<file path="src/sv/key_debounce_hold_repeat_core_defines.svh">
// ----------------------------------------------------------------------------
// Key debounce core assertion macros
// Shared concurrent assertion shorthands, clocked on clk, reset by arst_n.
// ----------------------------------------------------------------------------
`ifndef KEY_DEBOUNCE_HOLD_REPEAT_CORE_DEFINES_SVH
`define KEY_DEBOUNCE_HOLD_REPEAT_CORE_DEFINES_SVH

// same-cycle implication
`define KDHR_ASSERT_NOW(lbl, ante, cons, msg) \
	lbl: assert property (@(posedge clk) disable iff (!arst_n) (ante) |-> (cons)) \
		else $error(msg);

// next-cycle implication
`define KDHR_ASSERT_NEXT(lbl, ante, cons, msg) \
	lbl: assert property (@(posedge clk) disable iff (!arst_n) (ante) |=> (cons)) \
		else $error(msg);

`endif

</file>
<file path="src/sv/kdhr_pkg.sv">
// ----------------------------------------------------------------------------
// Key debounce package
// Request/event payloads, config record, event and register codes.
// ----------------------------------------------------------------------------
package kdhr_pkg;

	localparam int PORT_W      = 8;
	localparam int FIELD_TIME_W = 32;
	localparam int TICKS_W     = 16;
	localparam int KEY_IDX_W   = 3;
	localparam int KIND_W      = 3;
	localparam int CFG_IDX_W   = 3;
	localparam int MAX_EVENTS  = 32;
	localparam int CNT_W       = $clog2(MAX_EVENTS + 1);

	// event kinds; also the bit positions in a cell's event mask
	localparam logic [KIND_W-1:0] EV_DOWN   = 3'd0;
	localparam logic [KIND_W-1:0] EV_PRESS  = 3'd1;
	localparam logic [KIND_W-1:0] EV_UP     = 3'd2;
	localparam logic [KIND_W-1:0] EV_HOLD   = 3'd3;
	localparam logic [KIND_W-1:0] EV_REPEAT = 3'd4;
	localparam int EV_COUNT = 5;

	// config register indexes
	localparam logic [CFG_IDX_W-1:0] REG_DEBOUNCE     = 3'd0;
	localparam logic [CFG_IDX_W-1:0] REG_HOLD         = 3'd1;
	localparam logic [CFG_IDX_W-1:0] REG_REPEAT_START = 3'd2;
	localparam logic [CFG_IDX_W-1:0] REG_REPEAT_PER   = 3'd3;
	localparam logic [CFG_IDX_W-1:0] REG_EVENTS_EN    = 3'd4;

	localparam logic [TICKS_W-1:0] DEBOUNCE_RST     = 16'd20;
	localparam logic [TICKS_W-1:0] HOLD_RST         = 16'd500;
	localparam logic [TICKS_W-1:0] REPEAT_START_RST = 16'd500;
	localparam logic [TICKS_W-1:0] REPEAT_PER_RST   = 16'd100;

	typedef logic [EV_COUNT-1:0] kdhr_mask_t;

	typedef struct packed {
		logic                    opcode;
		logic [PORT_W-1:0]       port_bits;
		logic [FIELD_TIME_W-1:0] sample_time;
		logic [FIELD_TIME_W-1:0] now_time;
	} kdhr_req_t;

	typedef struct packed {
		logic [KEY_IDX_W-1:0] key_index;
		logic [KIND_W-1:0]    event_kind;
		logic                 last_event;
	} kdhr_evt_t;

	typedef struct packed {
		logic [TICKS_W-1:0] debounce_ticks;
		logic [TICKS_W-1:0] hold_ticks;
		logic [TICKS_W-1:0] repeat_start_ticks;
		logic [TICKS_W-1:0] repeat_period_ticks;
		logic               events_enabled;
	} kdhr_cfg_t;

	// chain control; load and shift are broadcast to every cell
	typedef struct packed {
		logic load;  // evaluate the request, load event mask
		logic shift; // take neighbor's mask
		logic pop;   // drop lowest pending event (head only)
	} kdhr_cell_ctl_t;

endpackage

</file>
<file path="src/sv/key_debounce_hold_repeat_core.sv">
// ----------------------------------------------------------------------------
// Key debounce, hold and auto-repeat core
// Debounces up to NUM_KEYS keys and reports down/press/up/hold/repeat events.
// ----------------------------------------------------------------------------
// Flow: an accepted request loads every cell's event mask; the head key's first event
//   then goes to the output register once the leading eventless keys have shifted out.
// A new request is taken only when the previous one is done; the chain drains one event
//   or one empty key per cycle while the event sink is not stalling.
// Reset: arst_n clears all key state, the event chain and the output valid flag, and
//   loads the timing registers with their defaults (events disabled).
// ----------------------------------------------------------------------------
`include "key_debounce_hold_repeat_core_defines.svh"

module key_debounce_hold_repeat_core
	import kdhr_pkg::*;
#(
	parameter int NUM_KEYS  = 8,
	parameter int TIME_BITS = 32
) (
	input  logic                 clk,
	input  logic                 arst_n,
	// request channel
	input  logic                 req_valid,
	output logic                 req_ready,
	input  kdhr_req_t            req,
	// event channel
	output logic                 evt_valid,
	input  logic                 evt_ready,
	output kdhr_evt_t            evt,
	// config write channel
	input  logic                 cfg_valid,
	output logic                 cfg_ready,
	input  logic [CFG_IDX_W-1:0] cfg_index,
	input  logic [TICKS_W-1:0]   cfg_data
);

	localparam int KW = (NUM_KEYS > 1) ? $clog2(NUM_KEYS) : 1;

	// ------------------------------------------------------------------
	// Config registers; the block does not enforce it, but they are to be written only while the core is idle
	// ------------------------------------------------------------------
	kdhr_cfg_t cfg_q;

	assign cfg_ready = 1'b1;

	always_ff @(posedge clk or negedge arst_n) begin
		if (!arst_n) begin
			cfg_q.debounce_ticks      <= DEBOUNCE_RST;
			cfg_q.hold_ticks          <= HOLD_RST;
			cfg_q.repeat_start_ticks  <= REPEAT_START_RST;
			cfg_q.repeat_period_ticks <= REPEAT_PER_RST;
			cfg_q.events_enabled      <= 1'b0;
		end else if (cfg_valid) begin
			unique case (cfg_index)
				REG_DEBOUNCE:     cfg_q.debounce_ticks      <= cfg_data;
				REG_HOLD:         cfg_q.hold_ticks          <= cfg_data;
				REG_REPEAT_START: cfg_q.repeat_start_ticks  <= cfg_data;
				REG_REPEAT_PER:   cfg_q.repeat_period_ticks <= cfg_data;
				REG_EVENTS_EN:    cfg_q.events_enabled      <= cfg_data[0];
				default:          ;
			endcase
		end
	end

	// ------------------------------------------------------------------
	// Sequencer state
	// busy_q : a request's events are still draining out of the chain
	// pos_q  : key number of the head cell
	// cnt_q  : events sent for this request (capped at MAX_EVENTS)
	// ------------------------------------------------------------------
	logic             busy_q;
	logic [KW-1:0]    pos_q;
	logic [CNT_W-1:0] cnt_q;
	logic             evt_valid_q;
	kdhr_evt_t        evt_q;

	logic           accept;
	kdhr_cell_ctl_t ctl;
	kdhr_mask_t     masks [NUM_KEYS];
	kdhr_mask_t     head;
	logic           head_any, head_one, rest_any, out_free, emit, last;
	logic [KIND_W-1:0] kind;

	assign req_ready = !busy_q;
	assign accept    = req_valid && req_ready;

	// ------------------------------------------------------------------
	// Cell chain: all keys evaluate in parallel on accept; afterwards the
	// pending event masks move one cell toward the head per shift.
	// ------------------------------------------------------------------
	for (genvar k = 0; k < NUM_KEYS; k++) begin : g_cell
		logic       raw_bit;
		kdhr_mask_t nb_mask;

		if (k < PORT_W) begin : g_port
			assign raw_bit = req.port_bits[k];
		end else begin : g_noport
			assign raw_bit = 1'b0; // keys past the port read low
		end

		if (k < NUM_KEYS - 1) begin : g_nb
			assign nb_mask = masks[k+1];
		end else begin : g_tail
			assign nb_mask = '0;
		end

		kdhr_cell #(
			.TIME_BITS(TIME_BITS)
		) u_cell (
			.clk        (clk),
			.arst_n     (arst_n),
			.ctl        (kdhr_cell_ctl_t'{load: ctl.load, shift: ctl.shift,
			                              pop: ctl.pop && (k == 0)}),
			.cfg        (cfg_q),
			.sample     (req.opcode),
			.raw_bit    (raw_bit),
			.sample_time(req.sample_time[TIME_BITS-1:0]),
			.now_time   (req.now_time[TIME_BITS-1:0]),
			.mask_in    (nb_mask),
			.mask       (masks[k])
		);
	end

	// ------------------------------------------------------------------
	// Head decode: lowest pending bit is the next event of the head key
	// ------------------------------------------------------------------
	always_comb begin
		head     = masks[0];
		head_any = |head;
		head_one = head_any && ((head & (head - kdhr_mask_t'(1))) == '0);
		rest_any = 1'b0;
		for (int k = 1; k < NUM_KEYS; k++) begin
			rest_any = rest_any || (|masks[k]);
		end

		priority if (head[EV_DOWN])  kind = EV_DOWN;
		else if (head[EV_PRESS])     kind = EV_PRESS;
		else if (head[EV_UP])        kind = EV_UP;
		else if (head[EV_HOLD])      kind = EV_HOLD;
		else                         kind = EV_REPEAT;
	end

	assign out_free = !evt_valid_q || evt_ready;
	assign emit     = busy_q && head_any && out_free;
	// final event: nothing left behind it, or the per-request cap is hit
	assign last     = (head_one && !rest_any) || (cnt_q == CNT_W'(MAX_EVENTS - 1));

	always_comb begin
		ctl.load  = accept;
		ctl.pop   = emit;
		// advance when the head key is done: its last event goes out this
		// cycle, or it had none and later keys still hold events
		ctl.shift = busy_q && ((emit && head_one) || (!head_any && rest_any));
	end

	always_ff @(posedge clk or negedge arst_n) begin
		if (!arst_n) begin
			busy_q <= 1'b0;
			pos_q  <= '0;
			cnt_q  <= '0;
		end else if (accept) begin
			busy_q <= 1'b1;
			pos_q  <= '0;
			cnt_q  <= '0;
		end else if (busy_q) begin
			if (emit) begin
				cnt_q <= cnt_q + CNT_W'(1);
			end
			if (ctl.shift) begin
				pos_q <= pos_q + KW'(1);
			end
			if ((emit && last) || (!head_any && !rest_any)) begin
				busy_q <= 1'b0;
			end
		end
	end

	// ------------------------------------------------------------------
	// Output register
	// ------------------------------------------------------------------
	always_ff @(posedge clk or negedge arst_n) begin
		if (!arst_n) begin
			evt_valid_q <= 1'b0;
		end else if (emit) begin
			evt_valid_q <= 1'b1;
		end else if (evt_ready) begin
			evt_valid_q <= 1'b0;
		end
	end

	always_ff @(posedge clk) begin
		if (emit) begin
			evt_q.key_index  <= KEY_IDX_W'(pos_q);
			evt_q.event_kind <= kind;
			evt_q.last_event <= last;
		end
	end

	assign evt_valid = evt_valid_q;
	assign evt       = evt_q;

	// ------------------------------------------------------------------
	// Assertions
	// ------------------------------------------------------------------
	`KDHR_ASSERT_NOW(a_cnt_cap, busy_q, cnt_q < CNT_W'(MAX_EVENTS), "event count past cap")
	`KDHR_ASSERT_NEXT(a_last_ends, emit && last, !busy_q, "busy after final event")
	`KDHR_ASSERT_NOW(a_emit_enabled, emit, cfg_q.events_enabled, "event while disabled")

endmodule

</file>
<file path="src/sv/kdhr_cell.sv">
// ----------------------------------------------------------------------------
// Key debounce cell
// Per-key state; evaluates one request and holds the key's pending events.
// ----------------------------------------------------------------------------
module kdhr_cell
	import kdhr_pkg::*;
#(
	parameter int TIME_BITS = 32
) (
	input  logic                 clk,
	input  logic                 arst_n,
	input  kdhr_cell_ctl_t       ctl,
	input  kdhr_cfg_t            cfg,
	input  logic                 sample,
	input  logic                 raw_bit,
	input  logic [TIME_BITS-1:0] sample_time,
	input  logic [TIME_BITS-1:0] now_time,
	input  kdhr_mask_t           mask_in,
	output kdhr_mask_t           mask
);

	localparam int CW = (TIME_BITS > TICKS_W) ? TIME_BITS : TICKS_W;

	logic                 raw_q, deb_q, hold_q;
	logic [TIME_BITS-1:0] raw_time_q, press_time_q, rep_time_q;
	kdhr_mask_t           mask_q;

	logic                 raw_n, deb_n, hold_mid, hold_n;
	logic [TIME_BITS-1:0] raw_time_n, press_time_n, rep_time_n;
	logic [TIME_BITS-1:0] el_raw, el_press, el_rep;
	logic                 press_edge, release_ok, hold_ev, rep_ev;
	kdhr_mask_t           mask_n;

	always_comb begin
		raw_n      = sample ? raw_bit : raw_q;
		raw_time_n = sample ? sample_time : raw_time_q;
		el_raw     = now_time - raw_time_n;

		press_edge = raw_n && !deb_q;
		release_ok = !raw_n && deb_q &&
			(CW'(el_raw) >= CW'(cfg.debounce_ticks));

		deb_n        = press_edge ? 1'b1 : (release_ok ? 1'b0 : deb_q);
		press_time_n = press_edge ? raw_time_n : press_time_q;
		hold_mid     = press_edge ? 1'b0 : hold_q;
		el_press     = now_time - press_time_n;
		el_rep       = now_time - rep_time_q;

		hold_ev = deb_n && !hold_mid && (CW'(el_press) >= CW'(cfg.hold_ticks));
		hold_n  = hold_mid || hold_ev;

		rep_ev = deb_n && (CW'(el_press) >= CW'(cfg.repeat_start_ticks)) &&
			(CW'(el_rep) >= CW'(cfg.repeat_period_ticks));
		rep_time_n = rep_ev ? now_time : rep_time_q;

		mask_n            = '0;
		mask_n[EV_DOWN]   = press_edge;
		mask_n[EV_PRESS]  = press_edge;
		mask_n[EV_UP]     = release_ok;
		mask_n[EV_HOLD]   = hold_ev;
		mask_n[EV_REPEAT] = rep_ev;
	end

	always_ff @(posedge clk or negedge arst_n) begin
		if (!arst_n) begin
			raw_q        <= 1'b0;
			deb_q        <= 1'b0;
			hold_q       <= 1'b0;
			raw_time_q   <= '0;
			press_time_q <= '0;
			rep_time_q   <= '0;
			mask_q       <= '0;
		end else if (ctl.load) begin
			raw_q        <= raw_n;
			deb_q        <= deb_n;
			hold_q       <= hold_n;
			raw_time_q   <= raw_time_n;
			press_time_q <= press_time_n;
			rep_time_q   <= rep_time_n;
			mask_q       <= cfg.events_enabled ? mask_n : '0;
		end else if (ctl.shift) begin
			mask_q <= mask_in;
		end else if (ctl.pop) begin
			mask_q <= mask_q & (mask_q - kdhr_mask_t'(1));
		end
	end

	assign mask = mask_q;

endmodule
</file>
<file path="config.mk">
export PLATFORM = sky130hd
export DESIGN_NAME = key_debounce_hold_repeat_core
export DESIGN_NICKNAME = d
export VERILOG_FILES = /design/src/sv/kdhr_pkg.sv /design/src/sv/key_debounce_hold_repeat_core.sv /design/src/sv/kdhr_cell.sv
export VERILOG_INCLUDE_DIRS = /design/src /design/src/sv
export SDC_FILE = /design/constraint.sdc
export NUM_CORES = 2
export LEC_CHECK = 0
export BUFFER_PORTS_ARGS = -buffer_cell sky130_fd_sc_hd__buf_2
export CAP_MARGIN = 30
export CORE_MARGIN = 1
export CORE_UTILIZATION = 30
export DETAILED_ROUTE_END_ITERATION = 6
export PLACE_DENSITY = 0.43
export RECOVER_POWER = 50
export SLEW_MARGIN = 20
export SYNTH_ARGS = -nofsm -noshare
export SYNTH_HDL_FRONTEND = slang
export SYNTH_SLANG_ARGS = --single-unit
</file>
<file path="constraint.sdc">
create_clock -name clk -period 13.25 [get_ports clk]
set_clock_uncertainty 0.15 [all_clocks]
set_input_delay 0.6625 -clock clk [delete_from_list [all_inputs] [get_ports clk]]
set_output_delay 0.6625 -clock clk [all_outputs]
set_load 0.005 [all_outputs]
</file>
==> flow_summary.ini <==
[status]
outcome = finished, violations left
violations = capacitance limit, slew limit

[timing]
worst_pin_slew_ns = 5.01
min_period_over_period = 0.742
setup_viol = 0
tns_ns = 0
slew_viol_final = 937
hold_violations = 0
fmax_mhz = 102
rsz0062_at_grt = false
fin_crit_ns = 9.83
slew_headroom = -2.34

[floorplan]
die_w_um = 565
ios = 107
die-height_um = 565
rows = 206
start_util = 0.302
die_area_sq_um = 319000
core_area_sq_um = 315000

[logic_synthesis]
synth_cell_types = 114
synth_edf_count = 7
syn_avg_cell_area_sq_um = 7.97
yosysMostFrequentCell = a21oi_1
yosys_warnings = 0
syn_nets = 13300
yosysTopAreaCell = dfrtp_1
synth_mux_area_frac = 0.0477
yosysSeqAreaShare = 0.240
synth-simple-area-share = 0.174
synthCells = 11900
synthXorXnorAreaFrac = 0.0519
synth_async_sr_flop_share = 0.992
synth_adder_area_share = 0.171
syn_area_sq_um = 95000
ys_ff_latch = 908
ys.flop_type = dfrtp_1
synth_top_family_by_area = compound AO/OA/AOI/OAI gates
yosysTopAreaCellShare = 0.233
yosys-top-cells-count = a21oi_1 (1818), nor2_1 (1303), ha_1 (1250), dfrtp_1 (884), nand2_1 (772)
synth_top_cells_by_area = dfrtp_1 (23%), ha_1 (16%), a21oi_1 (9.6%), nor2_1 (5.1%), o21ai_0 (3.7%)
synth_compound_area_frac = 0.271

[place]
post-dp-hpwl_mm = 328
finalWeightedCongestion = 0.946
placed_area_sq_um = 101000
io_buffers = 105

[cts]
cts_setup_buffers = 0
clk-insertion-delay-late_ns = 0.86
htreeDepth = 4
cts_sinks = 908
clk_path_buf_depth = 4
root_buffer = clkbuf_16
path_clk_slew_ns = 0.07
cts_tree = yes
numCtsBuffers = 138

[setup_path]
crit_type = input port to flip-flop
cp.required_ns = 13.82
cp-end-kind = flip-flop
critPathLaunchType = input port
worstPathMaxFanout = 34
r2r_slack_ns = 4.64
arrival_ns = 10.40

[power_and_ir_drop]
pwr_density_cell_nw_per_um2 = 275
power_mw = 29.0
ir_drop_mv = 0.0959
leakage_nw = 46.0

[detailed_routing]
wire_per_inst_um = 27.0
drtIter0Drc = 8161
dr.pass1.iters = 6
ant_nets = 0
drcViolationCount = 0
postRouteWirelength_mm = 437
vias = 93200
vias_per_cell = 5.76

[final_layout]
final_nets = 13300
fillers = 33300
final_area_sq_um = 106000
area_delta_synth_final_pct = 11.1
multiInputGateArea_sq_um = 68200
layout-drive-gt1-share = 0.0725
finish.utilization = 0.335
regArea_sq_um = 22800

[grt]
grt_start_max_net_pins = 137
grtUsageTotal = 0.266
grt_pass1_wl_mm = 623
grt-ovfl-total = 0
grt_antenna_before_repair = 66
grt_pass1_vias = 88800

[worst_hold_path]
min-delay-path-class = input port to flip-flop

[run]
cap_violations = 18
sequential cells by signal, indices dropped and copies added, names as in the netlist:
name                        cells
g_cell.u_cell.press_time_q    256
g_cell.u_cell.raw_time_q      256
g_cell.u_cell.rep_time_q      256
cfg_q                          65
g_cell.u_cell.mask             33
g_cell.u_cell.deb_q             8
g_cell.u_cell.hold_q            8
g_cell.u_cell.raw_q             8
evt                             7
cnt_q                           6
pos_q                           3
busy_q                          1
evt_valid                       1
metrics by stage:
stage | instances | setup WS (ns) | hold WS, ns
after floorplan | 11900 | 5.68 | 0.217
after global placement | 15900 | 4.29 | 0.305
after detailed placement | 15900 | 4.14 | 0.309
after CTS | 16200 | 5.04 | 0.00596
after global routing | 16200 | 2.52 | 0.0599
final | 16200 | 3.42 | 0.0904
cells in the final DEF (no fill, tap or decap), types with 139 or more instances in the layout:
master,count
a21o_1,382
xor2_1,216
a21oi_1,1815
o21ai_0,693
dfrtp_1,884
buf_4,222
inv_1,543
nand2_1,766
nor3_1,175
a31oi_1,139
mux2_2,144
nand3_1,208
nand2b_1,193
nor2_1,1294
nand4_1,198
xnor2_1,347
clkbuf_16,141
ha_1,1250
critical path: stages:
cell,delay (ns)
buf_6,0.30
clkbuf_1,1.01
clkbuf_1,1.69
mux2i_1,0.75
nor2_1,0.47
a21o_1,0.20
inv_1,0.07
fa_1,0.41
nand2b_1,0.17
a21oi_1,0.29
a41oi_1,0.18
a22o_1,0.28
or4_4,0.60
and2_1,0.19
o21ai_0,0.22
xor2_1,0.29
ha_1,0.32
a21oi_1,0.19
nand2_1,0.09
a21o_1,0.18
a2111o_1,0.54
nand2_2,0.57
buf_16,0.23
mux2_2,0.34
path summary, 6_finish.rpt:
check,startpoint,endpoint,cells after the start
max,req[72],g_cell[7].u_cell.rep_time_q[6],24
min,cfg_data[11],cfg_q[28],3
max reg2reg,busy_q,g_cell[2].u_cell.rep_time_q[30],7
min reg2reg,g_cell[1].u_cell.raw_time_q[31],g_cell[1].u_cell.raw_time_q[31],2
max in group asynchronous,arst_n,g_cell[1].u_cell.raw_time_q[24],5
min in group asynchronous,arst_n,g_cell[2].u_cell.rep_time_q[31],2
cell type report:
type / count / area share
antenna: 13 / 0.000308
clock buffer: 175 / 0.0357
clock inverter: 70 / 0.00796
inverter: 563 / 0.0201
multi-input combinational: 9926 / 0.646
sequential: 908 / 0.216
tap: 4160 / 0.0493
timing repair buffer: 367 / 0.0253
repair_timing:
| action | in CTS | in global routing |
|---|---|---|
| resized for setup | 0 | 0 |
| endpoints found under the hold margin | 115 | 0 |
| hold buffers | 19 | 0 |
routing by layer:
layer | track usage | routed length (um) | up-vias
met2 | 0.432 | 196000 | 3061
met5 | 0 | 226 | -
met4 | 0.106 | 20000 | 32
li1 | - | - | 43800
met3 | 0.0340 | 26200 | 652
met1 | 0.355 | 194000 | 45600
where the power goes:
part | internal (mW) | switching (mW) | total, mW
Sequential | 4.10 | 0.787 | 4.88
Clock | 2.30 | 1.60 | 3.90
Combinational | 7.96 | 12.3 | 20.2
Total | 14.4 | 14.7 | 29.0
cells by family (layout without fill, tap and decap cells):
| family | after synthesis | count (layout) |
|---|---|---|
| mux | 404 | 404 |
| compound gates | 4180 | 4180 |
| buf+inv | 1087 | 1175 |
| xor+xnor | 563 | 563 |
| simple gates | 3487 | 3487 |
| flops | 908 | 908 |
| other cells | 1 | 14 |
| fa+ha+maj | 1291 | 1291 |
Note: power is estimated with default switching activity, not from simulation.
